### src/sv/vjb_pkg.sv
// shared types, constants and helpers for the voice jitter buffer
// no dependencies; imported by vjb_ctrl, vjb_dpath and voice_jitter_buffer_top
package vjb_pkg;

    // default geometry
    localparam int unsigned VJB_SLOTS      = 8;
    localparam int unsigned VJB_SLOT_WORDS = 32;

    // fixed field widths
    localparam int unsigned FRAME_W = 32;
    localparam int unsigned LEN_W   = 9;
    localparam int unsigned DATA_W  = 64;
    localparam int unsigned TDATA_W = 112;
    localparam int unsigned LIMIT_W = 8;

    localparam logic [LIMIT_W-1:0] EMPTY_LIMIT_RST = 8'd100;

    // command codes carried on tuser
    localparam logic CMD_INSERT = 1'b0;
    localparam logic CMD_GET    = 1'b1;

    typedef enum logic [2:0] {
        ST_IDLE,
        ST_SCAN,
        ST_DECIDE,
        ST_COPY,
        ST_COMMIT,
        ST_EMPTY,
        ST_EMIT_RD,
        ST_EMIT_LD
    } vjb_state_t;

    // controller to datapath
    typedef struct packed {
        logic ins_accept;
        logic scan_start;
        logic scan_lowest;
        logic scan_step;
        logic copy_step;
        logic commit;
        logic empty_get;
        logic emit_rd;
        logic emit_ld;
        logic empty_ld;
    } vjb_cmd_t;

    // datapath to controller
    typedef struct packed {
        logic ready;
        logic scan_last;
        logic scan_is_lowest;
        logic any_found;
        logic copy_done;
        logic emit_last;
        logic out_free;
    } vjb_sts_t;

    // keep the lowest nbytes bytes of a word
    function automatic logic [DATA_W-1:0] byte_mask(input logic [2:0] nbytes);
        logic [DATA_W-1:0] m;
        m = '0;
        for (int b = 0; b < 8; b++)
        begin
            if (b < int'(nbytes))
            begin
                m[b*8 +: 8] = 8'hFF;
            end
        end
        return m;
    endfunction

endpackage

### src/sv/vjb_ctrl.sv
// sequencing state machine of the voice jitter buffer
// depends on vjb_pkg; drives commands into vjb_dpath
module vjb_ctrl
    import vjb_pkg::*;
(
    input  logic       clk,
    input  logic       rst_n,
    input  logic       s_tvalid,
    output logic       s_tready,
    input  logic       s_tuser,
    input  logic       s_tlast,
    input  vjb_sts_t   sts,
    output vjb_cmd_t   cmd
);

    vjb_state_t state_reg;
    vjb_state_t state_next;

    // state register
    always_ff @(posedge clk or negedge rst_n)
    begin
        if (!rst_n)
        begin
            state_reg <= ST_IDLE;
        end
        else
        begin
            state_reg <= state_next;
        end
    end

    // next state
    always_comb
    begin
        state_next = state_reg;
        unique case (state_reg)
            ST_IDLE:
            begin
                if (s_tvalid)
                begin
                    if (s_tuser == CMD_INSERT)
                    begin
                        if (s_tlast)
                        begin
                            state_next = sts.ready ? ST_SCAN : ST_COPY;
                        end
                    end
                    else
                    begin
                        state_next = sts.ready ? ST_SCAN : ST_EMPTY;
                    end
                end
            end
            ST_SCAN:
            begin
                if (sts.scan_last)
                begin
                    state_next = ST_DECIDE;
                end
            end
            ST_DECIDE:
            begin
                if (sts.scan_is_lowest)
                begin
                    state_next = ST_COPY;
                end
                else if (sts.any_found)
                begin
                    state_next = ST_EMIT_RD;
                end
                else
                begin
                    state_next = ST_EMPTY;
                end
            end
            ST_COPY:
            begin
                if (sts.copy_done)
                begin
                    state_next = ST_COMMIT;
                end
            end
            ST_COMMIT:
            begin
                state_next = ST_IDLE;
            end
            ST_EMPTY:
            begin
                if (sts.out_free)
                begin
                    state_next = ST_IDLE;
                end
            end
            ST_EMIT_RD:
            begin
                state_next = ST_EMIT_LD;
            end
            ST_EMIT_LD:
            begin
                if (sts.out_free)
                begin
                    state_next = sts.emit_last ? ST_IDLE : ST_EMIT_RD;
                end
            end
            default:
            begin
                state_next = ST_IDLE;
            end
        endcase
    end

    // command outputs
    always_comb
    begin
        cmd      = '0;
        s_tready = 1'b0;
        unique case (state_reg)
            ST_IDLE:
            begin
                s_tready = 1'b1;
                if (s_tvalid)
                begin
                    if (s_tuser == CMD_INSERT)
                    begin
                        cmd.ins_accept = 1'b1;
                        if (s_tlast && sts.ready)
                        begin
                            cmd.scan_start  = 1'b1;
                            cmd.scan_lowest = 1'b1;
                        end
                    end
                    else if (sts.ready)
                    begin
                        cmd.scan_start = 1'b1;
                    end
                end
            end
            ST_SCAN:
            begin
                cmd.scan_step = 1'b1;
            end
            ST_DECIDE:
            begin
                cmd.empty_get = !sts.scan_is_lowest && !sts.any_found;
            end
            ST_COPY:
            begin
                cmd.copy_step = 1'b1;
            end
            ST_COMMIT:
            begin
                cmd.commit = 1'b1;
            end
            ST_EMPTY:
            begin
                cmd.empty_ld = sts.out_free;
            end
            ST_EMIT_RD:
            begin
                cmd.emit_rd = 1'b1;
            end
            ST_EMIT_LD:
            begin
                cmd.emit_ld = sts.out_free;
            end
            default:
            begin
                cmd = '0;
            end
        endcase
    end

endmodule

### config.mk
export PLATFORM = sky130hd
export DESIGN_NAME = vjb_ctrl
export DESIGN_NICKNAME = d
export VERILOG_FILES = /design/src/sv/vjb_pkg.sv /design/src/sv/vjb_ctrl.sv
export SDC_FILE = /design/constraint.sdc
export NUM_CORES = 1
export LEC_CHECK = 0
export BUFFER_PORTS_ARGS = -buffer_cell sky130_fd_sc_hd__buf_2
export CORE_AREA = 5 5 42 44
export DETAILED_ROUTE_END_ITERATION = 7
export DIE_AREA = 0 0 47 49
export PLACE_DENSITY = 0.56
export SYNTH_ARGS = -nofsm -noshare
export SYNTH_HDL_FRONTEND = slang
export SYNTH_SLANG_ARGS = --single-unit
### constraint.sdc
create_clock -name clk -period 1.9 [get_ports clk]
set_clock_uncertainty 0.05 [all_clocks]
set_input_delay 0.38 -clock clk [delete_from_list [all_inputs] [get_ports clk]]
set_output_delay 0.38 -clock clk [all_outputs]
set_load 0.02 [all_outputs]
==> results.sh, run 1 <==
export IMPL_status="completed"
export IMPL_p_int_uw=378
export IMPL_finalCriticalPeriod_ns=1.79
export IMPL_synth_top_area_share_pct=20.9
export IMPL_grt_pass1_vias=412
export IMPL_final_cell_mix="buf_2, nand2_1, nor2_1"
export IMPL_period_share_pct=94.2
export IMPL_core_area_sq_um=1400
export IMPL_hpwl_um=736
export IMPL_p_total_uw=752
export IMPL_clock_fmax_mhz=558
export IMPL_grt_max_degree=12
export IMPL_num_antenna_cells=0
export IMPL_die_y_um=49
export IMPL_synth_mux_area_share_pct=5.57
export IMPL_synth_compound_area_share_pct=20.9
export IMPL_yosys_warnings=0
export IMPL_endpoint_kind="output pin"
export IMPL_final_common_cell="buf_2"
export IMPL_avgViaCountPerCell=4.70
export IMPL_worstPathRequired_ns=1.47
export IMPL_swShare_pct=49.7
export IMPL_setup_violations=0
export IMPL_leakage_nw=0.276
export IMPL_gr_usage_met2_pct=13.6
export IMPL_clockBufferDepth=2
export IMPL_path_clk_slew_ns=0.04
export IMPL_final_nets=86
export IMPL_die_area_sq_um=2300
export IMPL_num_vias=418
export IMPL_max_stage_delay_ns=0.48
export IMPL_die_x_um=47
export IMPL_drtIter0Drc=3
export IMPL_grtUsageTotal_pct=9.45
export IMPL_slew_viol_final=0
export IMPL_cts_sinks=3
export IMPL_h_tree_depth=1
export IMPL_cp_start_kind="flip-flop"
export IMPL_synth_adder_area_share_pct=0
export IMPL_gp_congestion=0.752
export IMPL_numCtsBuffers=3
export IMPL_clock_tree_root_cell="clkbuf_4"
export IMPL_grt_ovfl_total=0
export IMPL_hold_class="input port to asynchronous set/reset pin"
export IMPL_antenna_found_initial=0
export IMPL_pwr_share_comb_pct=60.3
export IMPL_ff_latch_area_sq_um=76.3
export IMPL_seq_power_share_pct=24.3
export IMPL_cts_setup_buffers=0
export IMPL_synth_avg_cell_area_sq_um=7.64
export IMPL_rows=14
export IMPL_power_frac_clock_pct=15.5
export IMPL_worst_setup_path_type="flip-flop to output pin"
export IMPL_met3_usage_pct=1.11
export IMPL_crit_path_max_fanout=8
export IMPL_clk_insertion_delay_late_ns=0.24
export IMPL_yosys_area_share_simple_pct=45.3
export IMPL_synth_area_leaders="dfrtp_1, nand2_1, mux2i_1"
export IMPL_firstDrtPassIters=2
export IMPL_rsz0062_at_grt="false"
export IMPL_tns_ns=0
export IMPL_slew_headroom_pct=78.8
export IMPL_yosysUniqueCellTypes=29
export IMPL_postSynthCellCount=47
export IMPL_top_usage_layer="met2"
export IMPL_power_switching_uw=374
export IMPL_largest_reg_flops=3
export IMPL_layout_drive_gt1_share_pct=46.6
export IMPL_maxCapViolCount=0
export IMPL_power_density_nw_per_um2=1440
export IMPL_io_pins=23
export IMPL_met1_usage_pct=11.7
export IMPL_start_util_pct=25.6
export IMPL_post_drt_wl_per_cell_um=11.1
export IMPL_syn_num_nets=59
export IMPL_synth_area_sq_um=359
export IMPL_yosys_register_bits=3
export IMPL_cp_cell_sequence="nor3_4 > and4_1 > buf_2"
export IMPL_yosysSeqAreaShare_pct=20.9
export IMPL_drc=0
export IMPL_synth_top_family_by_area="simple AND/OR/NAND/NOR gates"
export IMPL_syn_to_final_growth_pct=45.3
export IMPL_ant_nets=0
export IMPL_tightestPinTransition_ns=0.315
export IMPL_drt_wl_total_um=984
export IMPL_hold_violations=0
export IMPL_synth_xor_area_share_pct=0
export IMPL_worst_path_max_delay_cell="dfrtp_1"
export IMPL_n_fill_cell=162
export IMPL_multiInputGateArea_sq_um=264
export IMPL_synth_largest_area_cell="dfrtp_1"
export IMPL_grt_pass1_wl_um=1570
export IMPL_cts_tree="built"
export IMPL_arrival_ns=1.36
export IMPL_port_buffers=22
export IMPL_ir_drop_mv=0.519
## kinds of logic (layout without fill, tap and decap cells)
family / count (synthesis) / after routing
muxes: 2 / 2
AOI/OAI and AO/OA: 11 / 11
buffers and inverters: 4 / 30
DFF: 3 / 3
and+or+nand+nor: 27 / 27
## layer usage
layer	vias to the layer above	share of wire [%]	wire length (um)
met2	19	43	422
li1	223	-	-
met1	174	48	468
met3	2	7.1	70
met5	-	0	0
met4	0	2.2	22
## synth_stat cells
cell type / count
nor3_2: 1
nand2b_1: 1
buf_6: 1
and4_1: 1
a31oi_1: 1
nor2_1: 5
o21ai_2: 1
nor2b_2: 1
or4_1: 1
mux2i_1: 2
nor3_1: 1
o21bai_1: 1
and3_2: 1
o21ai_0: 4
nor4_1: 1
and3b_1: 1
dfrtp_1: 3
or2b_1: 1
buf_4: 1
nor2b_1: 2
a21oi_2: 1
a211oi_1: 1
a21oi_1: 1
and3_1: 1
nand2_1: 6
and2_1: 2
inv_1: 2
or4b_4: 1
o21bai_2: 1
## power by group through the flow
stage | combinational, mW | clock (mW) | sequential, mW
after CTS | 0.452 | 0.123 | 0.171
after global routing | 0.499 | 0.129 | 0.200
after floorplan | 0.394 | 0 | 0.125
final | 0.453 | 0.116 | 0.182
after global placement | 0.451 | 0 | 0.174
after detailed placement | 0.448 | 0 | 0.171
## worst max-delay path: cells and delay by family, from the launching register on
family	cells	cell delay, ns
buffers and inverters	1	0.16
flip-flops	1	0.48
AND/OR/NAND/NOR	2	0.48
## per-stage QoR
stage	setup slack (ns)	area [sq um]	util (%)	std cells	hold slack, ns
after CTS	0.0304	514	36.7	89	0.402
final	0.109	522	37.2	89	0.410
after global routing	0.0127	522	37.2	89	0.436
after global placement	0.344	478	34.1	84	0.126
after detailed placement	0.294	478	34.1	84	0.127
after floorplan	0.166	359	-	47	0.0344
## area by class of cell
cell class	count	area share [%]
Tap cell	16	3.84
Multi-Input combinational cell	40	50.6
Clock buffer	4	5.04
Sequential cell	3	14.6
Inverter	2	1.44
Timing Repair Buffer	24	24.5
## path summary, 6_finish.rpt
check | slack, ns | from | to | cells past startpoint
worst max-delay path | 0.11 | state_reg[0]$_DFFE_PN0P_ | cmd[7] | 3
min in group clk | 0.46 | sts[1] | state_reg[2]$_DFFE_PN0P_ | 4
worst min register to register | 0.68 | state_reg[1]$_DFFE_PN0P_ | state_reg[1]$_DFFE_PN0P_ | 2
worst max register to register | 0.41 | state_reg[0]$_DFFE_PN0P_ | state_reg[1]$_DFFE_PN0P_ | 5
worst min-delay path | 0.41 | rst_n | state_reg[1]$_DFFE_PN0P_ | 2
max in group asynchronous | 1.28 | rst_n | state_reg[1]$_DFFE_PN0P_ | 2
## timing repair
| action | 4_1_cts | 5_1_grt |
|---|---|---|
| endpoints found under the hold margin | 3 | 0 |
| hold buffers | 1 | 0 |
| resized for setup | 0 | 2 |
| endpoints found under the setup margin | 0 | 3 |
No activity file was read; power rests on OpenSTA's default activity.
==> run 2: changes to the inputs <==
Settings changed: CORE_AREA 5 5 42 44 to 2 2 39 41, DIE_AREA 0 0 47 49 to 0 0 41 43.
==> run 2 against run 1 <==
Compared with the run above: flip-flop and latch count stayed put; power is 0.32% lower; routed wire length is 5.5% lower; final area stayed put; non-clock buffer count stayed put; critical path type unchanged; global-route usage is 2.9 points higher; register-to-register slack better by 0.03 ns; sequential share of layout area stayed put; sequential power is 2% higher; clock-buffer cell count stayed put; via count stayed put; die area is 23% lower.
==> results.sh, run 2 (synthesis gave the netlist of run 1 again) <==
export IMPL_ant_nets=0
export IMPL_design_area_sq_um=522
export IMPL_avgViaCountPerCell=4.70
export IMPL_maxCapViolCount=0
export IMPL_cp_start_kind="flip-flop"
export IMPL_ir_drop_mv=0.487
export IMPL_largest_reg_flops=3
export IMPL_num_vias=418
export IMPL_period_share_pct=93.7
export IMPL_clock_fmax_mhz=562
export IMPL_port_buffers=22
export IMPL_arrival_ns=1.35
export IMPL_fin_ws_ns=0.119
export IMPL_clock_tree_root_cell="clkbuf_4"
export IMPL_finalCriticalPeriod_ns=1.78
export IMPL_ff2ff_setup_slack_ns=0.44
export IMPL_slew_headroom_pct=79.8
export IMPL_r2r_start="state_reg[0]$_DFFE_PN0P_"
export IMPL_tightestPinTransition_ns=0.300
export IMPL_core_area_sq_um=1380
export IMPL_hold_class="input port to asynchronous set/reset pin"
export IMPL_syn_to_final_growth_pct=45.3
export IMPL_die_area_sq_um=1760
export IMPL_grt_max_degree=12
export IMPL_crit_path_max_fanout=7
export IMPL_grt_ovfl_total=0
export IMPL_grt_pass1_wl_um=1520
export IMPL_hold_violations=0
export IMPL_io_pins=23
export IMPL_grt_pass1_vias=391
export IMPL_drtIter0Drc=1
export IMPL_post_place_ws_ns=0.293
export IMPL_die_x_um=41
export IMPL_highest_signal_layer="met3"
export IMPL_setup_violations=0
export IMPL_die_y_um=43
export IMPL_place_area_sq_um=478
export IMPL_final_cell_mix="buf_2, nand2_1, nor2_1"
export IMPL_start_util_pct=25.9
export IMPL_slew_viol_final=0
export IMPL_wl_met3_um=58
export IMPL_final_nets=86
export IMPL_power_density_nw_per_um2=1440
export IMPL_path_clk_slew_ns=0.04
export IMPL_rows=14
export IMPL_endpoint_kind="output pin"
export IMPL_final_common_cell="buf_2"
export IMPL_h_tree_depth=1
export IMPL_drt_wl_total_um=930
export IMPL_worst_setup_path_type="flip-flop to output pin"
export IMPL_grtUsageTotal_pct=12.3
export IMPL_route_met2_wl_um=455
export IMPL_hpwl_um=725
export IMPL_m1WireLength_um=415
export IMPL_gp_congestion=0.771
export IMPL_worstPathRequired_ns=1.47
export IMPL_cts_tree="built"
export IMPL_clockBufferDepth=2
export IMPL_layout_drive_gt1_share_pct=46.6
export IMPL_r2r_cells=5
export IMPL_antenna_found_initial=0
export IMPL_r2r_end="state_reg[1]$_DFFE_PN0P_"
export IMPL_num_antenna_cells=0
export IMPL_hold_ws_ns=0.421
export IMPL_clk_insertion_delay_late_ns=0.23
export IMPL_status="completed"
export IMPL_drc=0
export IMPL_cts_setup_buffers=0
export IMPL_firstDrtPassIters=3
export IMPL_post_drt_wl_per_cell_um=10.4
export IMPL_leakage_nw=0.276
export IMPL_cts_sinks=3
export IMPL_p_total_uw=749
export IMPL_tns_ns=0
export IMPL_numCtsBuffers=3
-- run 2: what timing repair did --
item,in CTS,in global routing
endpoints found under the setup margin,0,3
hold buffers,1,0
gates resized for setup,0,2
endpoints found under the hold margin,3,0
-- run 2: layer usage --
metal,GRT usage (%),up-vias
met2,19.1,15
met5,0,-
met1,15.7,181
met4,4.67,0
li1,-,222
met3,3.14,0
-- run 2: worst max-delay path, stage by stage, from the launching register on --
cell     delay (ns)
dfrtp_1        0.46
inv_1          0.21
nand2_1        0.09
nor4_1         0.15
buf_2          0.20
-- run 2: worst max path at each step --
stage	start	endpoint	slack (ns)	cells after the start
global route	state_reg[0]$_DFFE_PN0P_	cmd[7]	-0.002	3
detailed placement	state_reg[1]$_DFFE_PN0P_	cmd[7]	0.29	3
finish	state_reg[2]$_DFFE_PN0P_	cmd[3]	0.12	4
global placement	state_reg[1]$_DFFE_PN0P_	cmd[7]	0.35	3
floorplan	state_reg[1]$_DFFE_PN0P_	cmd[8]	0.17	4
CTS	state_reg[1]$_DFFE_PN0P_	cmd[7]	0.05	3
-- run 2: per-stage QoR --
step	utilization, %	instances
after global routing	37.7	89
final	37.7	89
after global placement	34.5	84
after detailed placement	34.5	84
after CTS	37.2	89
after floorplan	-	47
-- run 2: layout make-up --
class,instances,area (sq um)
tap,16,20.0
inverter,2,7.51
multi-input combinational,40,264
fill,162,862
timing repair buffer,24,128
clock buffer,4,26.3
sequential,3,76.3
-- run 2: power breakdown --
group | internal [mW] | leakage [nW] | switching, mW
Sequential | 0.0982 | 0.0360 | 0.0875
Clock | 0.0785 | 0.0150 | 0.0308
Combinational | 0.201 | 0.225 | 0.253
